--- src/ryuv_pkg.sv ---
`timescale 1ns / 1ps

package ryuv_pkg;

    // configuration port
    localparam int CFG_IDX_W  = 4;
    localparam int CFG_DATA_W = 13;

    localparam logic [CFG_IDX_W-1:0] CFG_FRAME_WIDTH  = 4'd0;
    localparam logic [CFG_IDX_W-1:0] CFG_FRAME_HEIGHT = 4'd1;

    localparam logic [CFG_DATA_W-1:0] DIM_RESET = 13'd256;

    // chroma kind codes
    localparam logic [1:0] KIND_NONE = 2'd0;
    localparam logic [1:0] KIND_U    = 2'd1;
    localparam logic [1:0] KIND_V    = 2'd2;

    // bt.601 coefficients, magnitudes; signs are applied in the sums
    localparam logic [15:0] C_Y_R = 16'd66;
    localparam logic [15:0] C_Y_G = 16'd129;
    localparam logic [15:0] C_Y_B = 16'd25;
    localparam logic [15:0] C_U_R = 16'd38;
    localparam logic [15:0] C_U_G = 16'd74;
    localparam logic [15:0] C_U_B = 16'd112;
    localparam logic [15:0] C_V_R = 16'd112;
    localparam logic [15:0] C_V_G = 16'd94;
    localparam logic [15:0] C_V_B = 16'd18;
    localparam logic [15:0] C_ROUND = 16'd128;

    localparam logic [7:0] OFS_LUMA   = 8'd16;
    localparam logic [7:0] OFS_CHROMA = 8'd128;

    typedef struct packed {
        logic [7:0] red;
        logic [7:0] green;
        logic [7:0] blue;
    } t_pixel;

    typedef struct packed {
        logic [7:0] luma;
        logic [1:0] chroma_kind;
        logic [7:0] chroma;
        logic       end_of_frame;
    } t_result;

    // classified pixel handed from front to back
    typedef struct packed {
        t_pixel     pixel;
        logic [1:0] kind;
        logic       eof;
    } t_cmd;

endpackage

--- src/rgb24_to_yuv420_converter.sv ---
`timescale 1ns / 1ps

// channel   direction  handshake                    payload
// pixel     in         push / full                  i_pixel  (red, green, blue)
// result    out        empty / pop                  o_result (luma, chroma_kind, chroma, eof)
// config    in         i_cfg_valid / o_cfg_ready    i_cfg_index, i_cfg_data
//
// one pixel per clock while full stays low; a pixel reaches the result ports through
// the pixel queue, the product register and the result queue
// reset is synchronous, active low; counters go to zero, dimensions to 256
// a stalled consumer fills the result queue, then the product stage, then the
// pixel queue, after which full rises; config writes are always taken

module rgb24_to_yuv420_converter #(
    parameter int MAX_DIMENSION = 4096,
    parameter int CMD_DEPTH     = 4
) (
    input  logic                            i_clk,
    input  logic                            i_rst_n,
    input  logic                            i_cfg_valid,
    output logic                            o_cfg_ready,
    input  logic [ryuv_pkg::CFG_IDX_W-1:0]  i_cfg_index,
    input  logic [ryuv_pkg::CFG_DATA_W-1:0] i_cfg_data,
    input  logic                            push,
    input  ryuv_pkg::t_pixel                i_pixel,
    output logic                            full,
    output logic                            empty,
    input  logic                            pop,
    output ryuv_pkg::t_result               o_result
);

    localparam int CMD_W = $bits(ryuv_pkg::t_cmd);

    logic             cmd_push, cmd_full, cmd_pop, cmd_empty;
    ryuv_pkg::t_cmd   cmd_in;
    logic [CMD_W-1:0] cmd_in_bits, cmd_out_bits;

    // front: configuration, counters, classification
    ryuv_front #(
        .MAX_DIMENSION (MAX_DIMENSION)
    ) u_front (
        .i_clk       (i_clk),
        .i_rst_n     (i_rst_n),
        .i_cfg_valid (i_cfg_valid),
        .o_cfg_ready (o_cfg_ready),
        .i_cfg_index (i_cfg_index),
        .i_cfg_data  (i_cfg_data),
        .i_push      (push),
        .i_pixel     (i_pixel),
        .o_full      (full),
        .o_cmd_push  (cmd_push),
        .o_cmd       (cmd_in),
        .i_cmd_full  (cmd_full)
    );

    assign cmd_in_bits = cmd_in;

    // queue between front and back
    ryuv_fifo #(
        .W     (CMD_W),
        .DEPTH (CMD_DEPTH)
    ) u_cmd_q (
        .i_clk   (i_clk),
        .i_rst_n (i_rst_n),
        .i_push  (cmd_push),
        .i_data  (cmd_in_bits),
        .o_full  (cmd_full),
        .i_pop   (cmd_pop),
        .o_data  (cmd_out_bits),
        .o_empty (cmd_empty)
    );

    // back: color arithmetic and result queue
    ryuv_back u_back (
        .i_clk       (i_clk),
        .i_rst_n     (i_rst_n),
        .i_cmd       (ryuv_pkg::t_cmd'(cmd_out_bits)),
        .i_cmd_empty (cmd_empty),
        .o_cmd_pop   (cmd_pop),
        .o_result    (o_result),
        .o_empty     (empty),
        .i_pop       (pop)
    );

endmodule

--- src/ryuv_fifo.sv ---
`timescale 1ns / 1ps

module ryuv_fifo #(
    parameter int W     = 8,
    parameter int DEPTH = 4
) (
    input  logic         i_clk,
    input  logic         i_rst_n,
    input  logic         i_push,
    input  logic [W-1:0] i_data,
    output logic         o_full,
    input  logic         i_pop,
    output logic [W-1:0] o_data,
    output logic         o_empty
);

    localparam int PW = (DEPTH > 1) ? $clog2(DEPTH) : 1;
    localparam int CW = $clog2(DEPTH + 1);

    logic [W-1:0]  r_mem [DEPTH];
    logic [PW-1:0] r_wr_ptr, n_wr_ptr;
    logic [PW-1:0] r_rd_ptr, n_rd_ptr;
    logic [CW-1:0] r_count, n_count;
    logic          wr_en, rd_en;

    assign o_full  = (r_count == CW'(DEPTH));
    assign o_empty = (r_count == '0);
    assign wr_en   = i_push && !o_full;
    assign rd_en   = i_pop && !o_empty;
    assign o_data  = r_mem[r_rd_ptr];

    // pointer and count update
    always_comb begin
        n_wr_ptr = r_wr_ptr;
        n_rd_ptr = r_rd_ptr;
        n_count  = r_count;
        if (wr_en) begin
            n_wr_ptr = (r_wr_ptr == PW'(DEPTH - 1)) ? '0 : r_wr_ptr + 1'b1;
        end
        if (rd_en) begin
            n_rd_ptr = (r_rd_ptr == PW'(DEPTH - 1)) ? '0 : r_rd_ptr + 1'b1;
        end
        if (wr_en && !rd_en) begin
            n_count = r_count + 1'b1;
        end else if (rd_en && !wr_en) begin
            n_count = r_count - 1'b1;
        end
    end

    always_ff @(posedge i_clk) begin
        if (!i_rst_n) begin
            r_wr_ptr <= '0;
            r_rd_ptr <= '0;
            r_count  <= '0;
        end else begin
            r_wr_ptr <= n_wr_ptr;
            r_rd_ptr <= n_rd_ptr;
            r_count  <= n_count;
        end
    end

    // storage
    always_ff @(posedge i_clk) begin
        if (wr_en) begin
            r_mem[r_wr_ptr] <= i_data;
        end
    end

endmodule

--- src/ryuv_front.sv ---
`timescale 1ns / 1ps

module ryuv_front #(
    parameter int MAX_DIMENSION = 4096
) (
    input  logic                              i_clk,
    input  logic                              i_rst_n,
    input  logic                              i_cfg_valid,
    output logic                              o_cfg_ready,
    input  logic [ryuv_pkg::CFG_IDX_W-1:0]    i_cfg_index,
    input  logic [ryuv_pkg::CFG_DATA_W-1:0]   i_cfg_data,
    input  logic                              i_push,
    input  ryuv_pkg::t_pixel                  i_pixel,
    output logic                              o_full,
    output logic                              o_cmd_push,
    output ryuv_pkg::t_cmd                    o_cmd,
    input  logic                              i_cmd_full
);

    localparam int CNT_W = $clog2(MAX_DIMENSION);
    localparam int DIM_W = ($clog2(MAX_DIMENSION + 1) > ryuv_pkg::CFG_DATA_W)
                         ? $clog2(MAX_DIMENSION + 1) : ryuv_pkg::CFG_DATA_W;
    localparam int CMP_W = DIM_W + 1;

    logic [ryuv_pkg::CFG_DATA_W-1:0] r_frame_width;
    logic [ryuv_pkg::CFG_DATA_W-1:0] r_frame_height;
    logic [CNT_W-1:0]                r_col, n_col;
    logic [CNT_W-1:0]                r_row, n_row;
    logic [CMP_W-1:0]                w_eff, h_eff;
    logic                            last_col, last_row;
    logic                            accept;

    assign o_cfg_ready = 1'b1;
    assign o_full      = i_cmd_full;
    assign accept      = i_push && !i_cmd_full;

    // configuration registers
    always_ff @(posedge i_clk) begin
        if (!i_rst_n) begin
            r_frame_width  <= ryuv_pkg::DIM_RESET;
            r_frame_height <= ryuv_pkg::DIM_RESET;
        end else if (i_cfg_valid) begin
            if (i_cfg_index == ryuv_pkg::CFG_FRAME_WIDTH) begin
                r_frame_width <= i_cfg_data;
            end
            if (i_cfg_index == ryuv_pkg::CFG_FRAME_HEIGHT) begin
                r_frame_height <= i_cfg_data;
            end
        end
    end

    // effective dimensions: zero acts as one, too large acts as the maximum
    always_comb begin
        w_eff = CMP_W'(r_frame_width);
        if (r_frame_width == '0) begin
            w_eff = CMP_W'(1);
        end else if (w_eff > CMP_W'(MAX_DIMENSION)) begin
            w_eff = CMP_W'(MAX_DIMENSION);
        end
        h_eff = CMP_W'(r_frame_height);
        if (r_frame_height == '0) begin
            h_eff = CMP_W'(1);
        end else if (h_eff > CMP_W'(MAX_DIMENSION)) begin
            h_eff = CMP_W'(MAX_DIMENSION);
        end
    end

    // position in frame
    assign last_col = (CMP_W'(r_col) + 1'b1) >= w_eff;
    assign last_row = (CMP_W'(r_row) + 1'b1) >= h_eff;

    always_comb begin
        n_col = r_col;
        n_row = r_row;
        if (accept) begin
            if (last_col) begin
                n_col = '0;
                n_row = last_row ? '0 : r_row + 1'b1;
            end else begin
                n_col = r_col + 1'b1;
            end
        end
    end

    always_ff @(posedge i_clk) begin
        if (!i_rst_n) begin
            r_col <= '0;
            r_row <= '0;
        end else begin
            r_col <= n_col;
            r_row <= n_row;
        end
    end

    // classify the item for the back end
    always_comb begin
        o_cmd.pixel = i_pixel;
        o_cmd.eof   = last_col && last_row;
        if (r_col[0]) begin
            o_cmd.kind = ryuv_pkg::KIND_NONE;
        end else if (r_row[0]) begin
            o_cmd.kind = ryuv_pkg::KIND_V;
        end else begin
            o_cmd.kind = ryuv_pkg::KIND_U;
        end
    end

    assign o_cmd_push = accept;

endmodule

--- src/ryuv_back.sv ---
`timescale 1ns / 1ps

module ryuv_back #(
    parameter int OUT_DEPTH = 2
) (
    input  logic               i_clk,
    input  logic               i_rst_n,
    input  ryuv_pkg::t_cmd     i_cmd,
    input  logic               i_cmd_empty,
    output logic               o_cmd_pop,
    output ryuv_pkg::t_result  o_result,
    output logic               o_empty,
    input  logic               i_pop
);

    localparam int RES_W = $bits(ryuv_pkg::t_result);

    logic              r_s1_valid;
    logic [7:0]        r_s1_y, r_s1_u, r_s1_v;
    logic [1:0]        r_s1_kind;
    logic              r_s1_eof;
    logic              out_full;
    logic              s1_advance;
    logic [15:0]       red16, green16, blue16;
    logic [15:0]       sum_y, sum_u, sum_v;
    ryuv_pkg::t_result res;
    logic [RES_W-1:0]  res_bits;
    logic [RES_W-1:0]  out_bits;

    assign s1_advance = r_s1_valid && !out_full;
    assign o_cmd_pop  = !i_cmd_empty && (!r_s1_valid || !out_full);

    // weighted sums, modulo 2^16; bits 15:8 are the floor shift modulo 256
    assign red16   = 16'(i_cmd.pixel.red);
    assign green16 = 16'(i_cmd.pixel.green);
    assign blue16  = 16'(i_cmd.pixel.blue);

    assign sum_y = ryuv_pkg::C_Y_R * red16 + ryuv_pkg::C_Y_G * green16
                 + ryuv_pkg::C_Y_B * blue16 + ryuv_pkg::C_ROUND;
    assign sum_u = ryuv_pkg::C_U_B * blue16 - ryuv_pkg::C_U_R * red16
                 - ryuv_pkg::C_U_G * green16 + ryuv_pkg::C_ROUND;
    assign sum_v = ryuv_pkg::C_V_R * red16 - ryuv_pkg::C_V_G * green16
                 - ryuv_pkg::C_V_B * blue16 + ryuv_pkg::C_ROUND;

    // product stage
    always_ff @(posedge i_clk) begin
        if (!i_rst_n) begin
            r_s1_valid <= 1'b0;
        end else if (o_cmd_pop) begin
            r_s1_valid <= 1'b1;
        end else if (s1_advance) begin
            r_s1_valid <= 1'b0;
        end
    end

    always_ff @(posedge i_clk) begin
        if (o_cmd_pop) begin
            r_s1_y    <= sum_y[15:8];
            r_s1_u    <= sum_u[15:8];
            r_s1_v    <= sum_v[15:8];
            r_s1_kind <= i_cmd.kind;
            r_s1_eof  <= i_cmd.eof;
        end
    end

    // offsets and chroma select
    always_comb begin
        res.luma         = r_s1_y + ryuv_pkg::OFS_LUMA;
        res.chroma_kind  = r_s1_kind;
        res.end_of_frame = r_s1_eof;
        unique case (r_s1_kind)
            ryuv_pkg::KIND_U: res.chroma = r_s1_u + ryuv_pkg::OFS_CHROMA;
            ryuv_pkg::KIND_V: res.chroma = r_s1_v + ryuv_pkg::OFS_CHROMA;
            default:          res.chroma = 8'd0;
        endcase
    end

    assign res_bits = res;

    // result queue towards the consumer
    ryuv_fifo #(
        .W     (RES_W),
        .DEPTH (OUT_DEPTH)
    ) u_out_q (
        .i_clk   (i_clk),
        .i_rst_n (i_rst_n),
        .i_push  (s1_advance),
        .i_data  (res_bits),
        .o_full  (out_full),
        .i_pop   (i_pop),
        .o_data  (out_bits),
        .o_empty (o_empty)
    );

    assign o_result = ryuv_pkg::t_result'(out_bits);

endmodule

--- config.mk ---
export PLATFORM = sky130hd
export DESIGN_NAME = rgb24_to_yuv420_converter
export DESIGN_NICKNAME = d
export VERILOG_FILES = /design/src/ryuv_pkg.sv /design/src/rgb24_to_yuv420_converter.sv /design/src/ryuv_fifo.sv /design/src/ryuv_front.sv /design/src/ryuv_back.sv
export SDC_FILE = /design/constraint.sdc
export NUM_CORES = 1
export LEC_CHECK = 0
export BUFFER_PORTS_ARGS = -buffer_cell sky130_fd_sc_hd__buf_4
export CAP_MARGIN = 20
export CORE_MARGIN = 2
export CORE_UTILIZATION = 63
export DETAILED_ROUTE_END_ITERATION = 16
export PLACE_DENSITY = 0.85
export SLEW_MARGIN = 10
export SYNTH_ARGS = -nofsm -noshare
export SYNTH_HDL_FRONTEND = slang
export SYNTH_SLANG_ARGS = --single-unit
--- constraint.sdc ---
create_clock -name i_clk -period 8.99 [get_ports i_clk]
set_input_delay 0.4495 -clock i_clk [delete_from_list [all_inputs] [get_ports i_clk]]
set_output_delay 0.4495 -clock i_clk [all_outputs]
set_load 0.05 [all_outputs]
[Word-level counts from Yosys, hierarchy flattened]
Memory sizes are Yosys's and may differ from the RTL's. A register that Yosys moved wholly into a read port is not among the register bits.
Cells that the tools add are included.
Storage, ports and cells
  flip-flop bits (word level): 89
  RAM bits: 146
  input bits: 46
  memories kept: 2
Memories
  u_cmd_q.r_mem: depth 4, bits a word 27, read ports 1, clocked after memory_dff 1, wr ports 1, line ryuv_fifo.sv:20  | logic [W-1:0] r_mem [DEPTH];
  u_back.u_out_q.r_mem: depth 2, bits a word 19, read ports 1, clocked after memory_dff 1, wr ports 1, line ryuv_fifo.sv:20
Cells by class
  add/subtract/negate cells: 24
  multipliers: 9
  order comparisons: 4
  equal/unequal tests: 7
  multiplexer cells: 27
  reductions and logical operators: 33
Operator list (number)
  16-bit subtractor: 4
  16-bit by 8-bit adder with 16-bit output (second input constant): 3
  6-bit by 8-bit multiplier with 14-bit output (first input constant): 3
  16-bit adder: 2
  14-bit greater-or-equal comparator: 2
  14-bit two-way mux: 2
  12-bit by 1-bit adder with 13-bit output (second input constant): 2
  13-bit > comparator (second input constant): 2
  13-bit logical NOT: 2
  5-bit by 8-bit multiplier with 13-bit output (first input constant): 2
  13-bit two-way mux: 2
  12-bit by 1-bit adder with 12-bit output (second input constant): 2
  12-bit two-way mux: 2
  3-bit by 8-bit multiplier with 11-bit output (first input constant): 2
  8-bit adder (second input constant): 2
  8-bit by 8-bit multiplier with 16-bit output (first input constant): 1
  2-bit two-way mux: 8
  8-bit one-hot mux with 2 select lines: 1
  1-bit logical AND: 12
  4-bit by 8-bit multiplier with 12-bit output (first input constant): 1
  1-bit two-way mux: 10
  1-bit logical NOT: 9
  8-bit by 5-bit adder with 8-bit output (second input constant): 1
  2-bit equality test (second input constant): 4
  15 further kinds: 23

[Logic depth before layout (Yosys ltp)]
  word-level depth: 8
  mapped depth: 27

[By module]
Synthesis repeated with hierarchy kept, for this count alone.
Second synthesis, totals
  cell total of the unflattened synthesis: 1495
  area total of the unflattened synthesis: 17377.9 um^2
Modules (own cells, without submodules)
  ryuv_back: times used 1, cells an instance 846, area an instance 8167.8 um^2
  ryuv_fifo at u_cmd_q: times used 1, cells an instance 192, area an instance 4424.2 um^2
  ryuv_front: times used 1, cells an instance 373, area an instance 3184.3 um^2
  ryuv_fifo at u_back.u_out_q: times used 1, cells an instance 84, area an instance 1601.5 um^2

[Worst setup path after synthesis]
OpenSTA, ideal clock, no wires.
  kind: register -> register
  start: reg (tool-made name)
  end: reg u_back.r_s1_v[7], data pin
  library setup time: 259 ps
  data arrival time: 6449 ps
  path slack: 2282 ps
  stages on the path, launching flop included: 25
  buffers on the path: 2
  cell sequence: dfxtp_1 -> buf_6 -> buf_1 -> mux4_2 -> inv_1 -> fa_1 -> inv_1 -> ha_1 -> fa_1 -> inv_1 -> fa_1 -> nor2b_1 -> o21ai_0 -> nand2b_1 -> a311oi_1 -> or3_1 -> xnor2_1 -> fa_1 -> inv_1 -> ha_1 -> ha_1 -> a21o_1 -> or3_1 -> a21oi_1 -> xnor2_1
RTL lines
  to (signal assigned): line ryuv_back.sv:60  | r_s1_v <= sum_v[15:8];
  to (decl): line ryuv_back.sv:19  | logic [7:0] r_s1_y, r_s1_u, r_s1_v;

==> qor.yml <==
outcome:
  outcome: "complete, no violations"
sta:
  final-hold-violation-count: 0
  grt_setup_unrepaired: "no"
  fmax_mhz: 147.9
  relSlewSlack_pct: 38.48
  worst_slack_ps: 2230
  min_period_ps: 6760
  setup_viol_count_final: 0
  tns_ps: 0
  timing.final.crit_share_pct: 75.20
  clock-skew-final_ps: 9.949
  tightest_slew_ps: 915.8
  fin_worst_hold_slack_ps: 115.7
  drv_slew: 0
setup_path:
  cp-endpoint: "u_back.r_s1_y[7]"
  start_kind: "flip-flop"
  slowest_stage: "mux4_2"
  worst_r2r_endpoint: "u_back.r_s1_y[7]"
  reg2reg_depth: 23
  r2r_slack_ps: 2230
  endpoint_kind: "flip-flop"
  cpPeakStageDelay_ps: 710
  cp_top_family: "adder cells"
  critPathKind: "reg -> reg"
  worstPathArrival_ps: 7030
  critPathMostFrequentCell: "ha_1"
  cp.depth: 23
  critPathMaxFanout: 14
  cp.required_ps: 9260
  path_cells: "buf_4 > mux4_2 > ha_1 > ha_1 > inv_1 > fa_1 > inv_1 > ha_1 > o21ai_0 > nand2b_1 > a21o_1 > nand2_1 > nor2b_1 > xnor2_1 > ha_1 > fa_1 > ha_1 > ha_1 > a21oi_1 > a21boi_2 > a311o_1 > a21oi_2 > xnor2_1"
  path_buf_inv: 3
clock_tree:
  cts.clk_slew.worst_paths_ps: 60
  cts_buffers: 25
  post_cts_resized: 0
  clockRootBuffer: "clkbuf_16"
  htreeDepth: 1
  cts.path.max_buffers: 3
  cts_hold_buf: 0
  tritoncts: "yes"
  cts_sinks: 238
  post_cts_buffers: 0
  clk_latency_ps: 530
grt:
  grt_pass1_wl_um: 57980
  antenna_found_initial: 0
  grt_max_degree: 43
  overflow: 0
  grt.total_usage_pct: 25.61
  grt_pass1_vias: 11550
detailed_routing:
  wl_um: 35770
  ant_nets: 0
  drt_iter0_markers: 800
  vias: 11290
  routedWlPerCell_um: 18.78
  via_per_inst: 5.926
  drc: 0
  drtPass1Iterations: 5
placement:
  dp_hpwl_um: 27440
  place_ws_ps: 2236
  io_buffers: 66
  gp_congestion: 0.9217
floorplan:
  start_util_pct: 63.74
  row_count: 60
  fp.dieW_um: 168.7
  ios: 68
  die_h_um: 168.7
  floorplan.die_area_sq_mm: 0.02845
  coreArea_sq_mm: 0.02680
yosys:
  netlist_area_sq_mm: 0.01708
  synth_seq_area_share_pct: 38.03
  ys_top_cells_by_area: "edfxtp_1 30%, ha_1 20%, fa_1 9.5%, dfxtp_1 7.6%, inv_1 4.1%"
  ys_seq_elements: 238
  yosysMostFrequentCell: "ha_1"
  netlist_top_cells_count: "269 x ha_1, 187 x inv_1, 173 x edfxtp_1"
  ys_warn_count: 0
  synth-main-ff-cell: "edfxtp_1"
  synth_area_leader_cell: "edfxtp_1"
  yosysUniqueCellTypes: 63
  syn_nets: 1867
  async_flop_share_pct: 0
  synthCells: 1471
  synth.avg_cell_area_sq_um: 11.61
  netlist.area_leader.share_pct: 30.41
  synth_edf_count: 173
final_layout:
  final_nets: 1941
  fillers: 1856
  drive_above_1_share_pct: 11.25
  synthToLayoutAreaGrowth_pct: 9.814
  final_util_pct: 70.00
  n_antenna_cell: 0
flow_run:
  drv_cap: 0
hold_path:
  min_path_type: "in -> reg"
  min_path_cells: 1
cell families after synthesis:
| logic type | share of synthesized area [%] |
|---|---|
| other | 0.02195 |
| buffers and inverters | 4.878 |
| multiplexers | 6.570 |
| XOR/XNOR | 5.383 |
| AND/OR/NAND/NOR | 8.218 |
| flip-flops | 38.03 |
| AO/OA/AOI/OAI | 7.705 |
| adder cells (fa/ha/maj) | 29.20 |
per-stage QoR:
| step | cell area, sq um | instances |
|---|---|---|
| CTS | 18740 | 1903 |
| finish | 18760 | 1905 |
| floorplan | 17080 | 1471 |
| detailed placement | 17970 | 1857 |
| global route | 18760 | 1905 |
| global placement | 17970 | 1857 |
per-layer routing:
metal / global-route usage (%) / share of wire [%] / routed length (um)
met5: 0 / 0 / 0
met2: 43.46 / 48 / 17300
met1: 33.65 / 42 / 15180
met3: 3.811 / 5.4 / 1931
met4: 9.370 / 3.8 / 1358
flip-flops by register name, indices dropped and copies added (netlist names), named ones only:
signal and flops:
u_back.r_s1_kind 2, u_front.r_frame_height 13, u_back.r_s1_u 8, u_front.r_row 12
u_back.r_s1_valid 1, u_cmd_q.r_rd_ptr 2, u_cmd_q.r_wr_ptr 2, u_back.u_out_q.r_rd_ptr 1
u_back.r_s1_y 8, u_front.r_col 12, u_back.u_out_q.r_count 2, u_back.u_out_q.r_mem 38
u_front.r_frame_width 13, u_back.r_s1_v 8, u_cmd_q.r_count 3, u_cmd_q.r_mem 108
u_back.u_out_q.r_wr_ptr 1, u_back.r_s1_eof 1
final cells by class:
class / count / area (sq um) / share of cell area, %
Clock buffer: 36 / 676.9 / 3.608
Clock inverter: 10 / 101.3 / 0.5403
Inverter: 187 / 701.9 / 3.742
Multi-Input combinational cell: 1014 / 9762 / 52.04
Sequential cell: 238 / 6497 / 34.64
Tap cell: 341 / 426.7 / 2.274
Timing Repair Buffer: 79 / 593.1 / 3.161
worst min path at each step:
stage / startpoint / endpoint / slack, ps
CTS: i_pixel[17] / u_cmd_q.r_mem[3][20] / 100
floorplan: u_back.r_s1_eof / u_back.u_out_q.r_mem[0][0] / 420
detailed placement: u_back.r_s1_y[1] / u_back.u_out_q.r_mem[1][12] / 430
global placement: u_back.r_s1_y[3] / u_back.u_out_q.r_mem[0][14] / 420
global route: i_pixel[17] / u_cmd_q.r_mem[3][20] / 100
finish: i_pixel[17] / u_cmd_q.r_mem[3][20] / 120
cells in the final DEF, fill, tap and decap left out, drive strengths merged, types with 17 or more instances in the layout:
cell type  count
a21o          21
a21oi         60
buf           78
clkbuf        37
dfxtp         65
edfxtp       173
fa            81
ha           269
inv          189
mux2          19
mux2i         30
mux4          27
nand2         72
nor2          84
nor2b         19
nor3          17
o21ai         37
xnor2         65
xor2          40
Power is not shown: default switching activity piles up to over one toggle a cycle in this logic, so the estimate is an artifact.
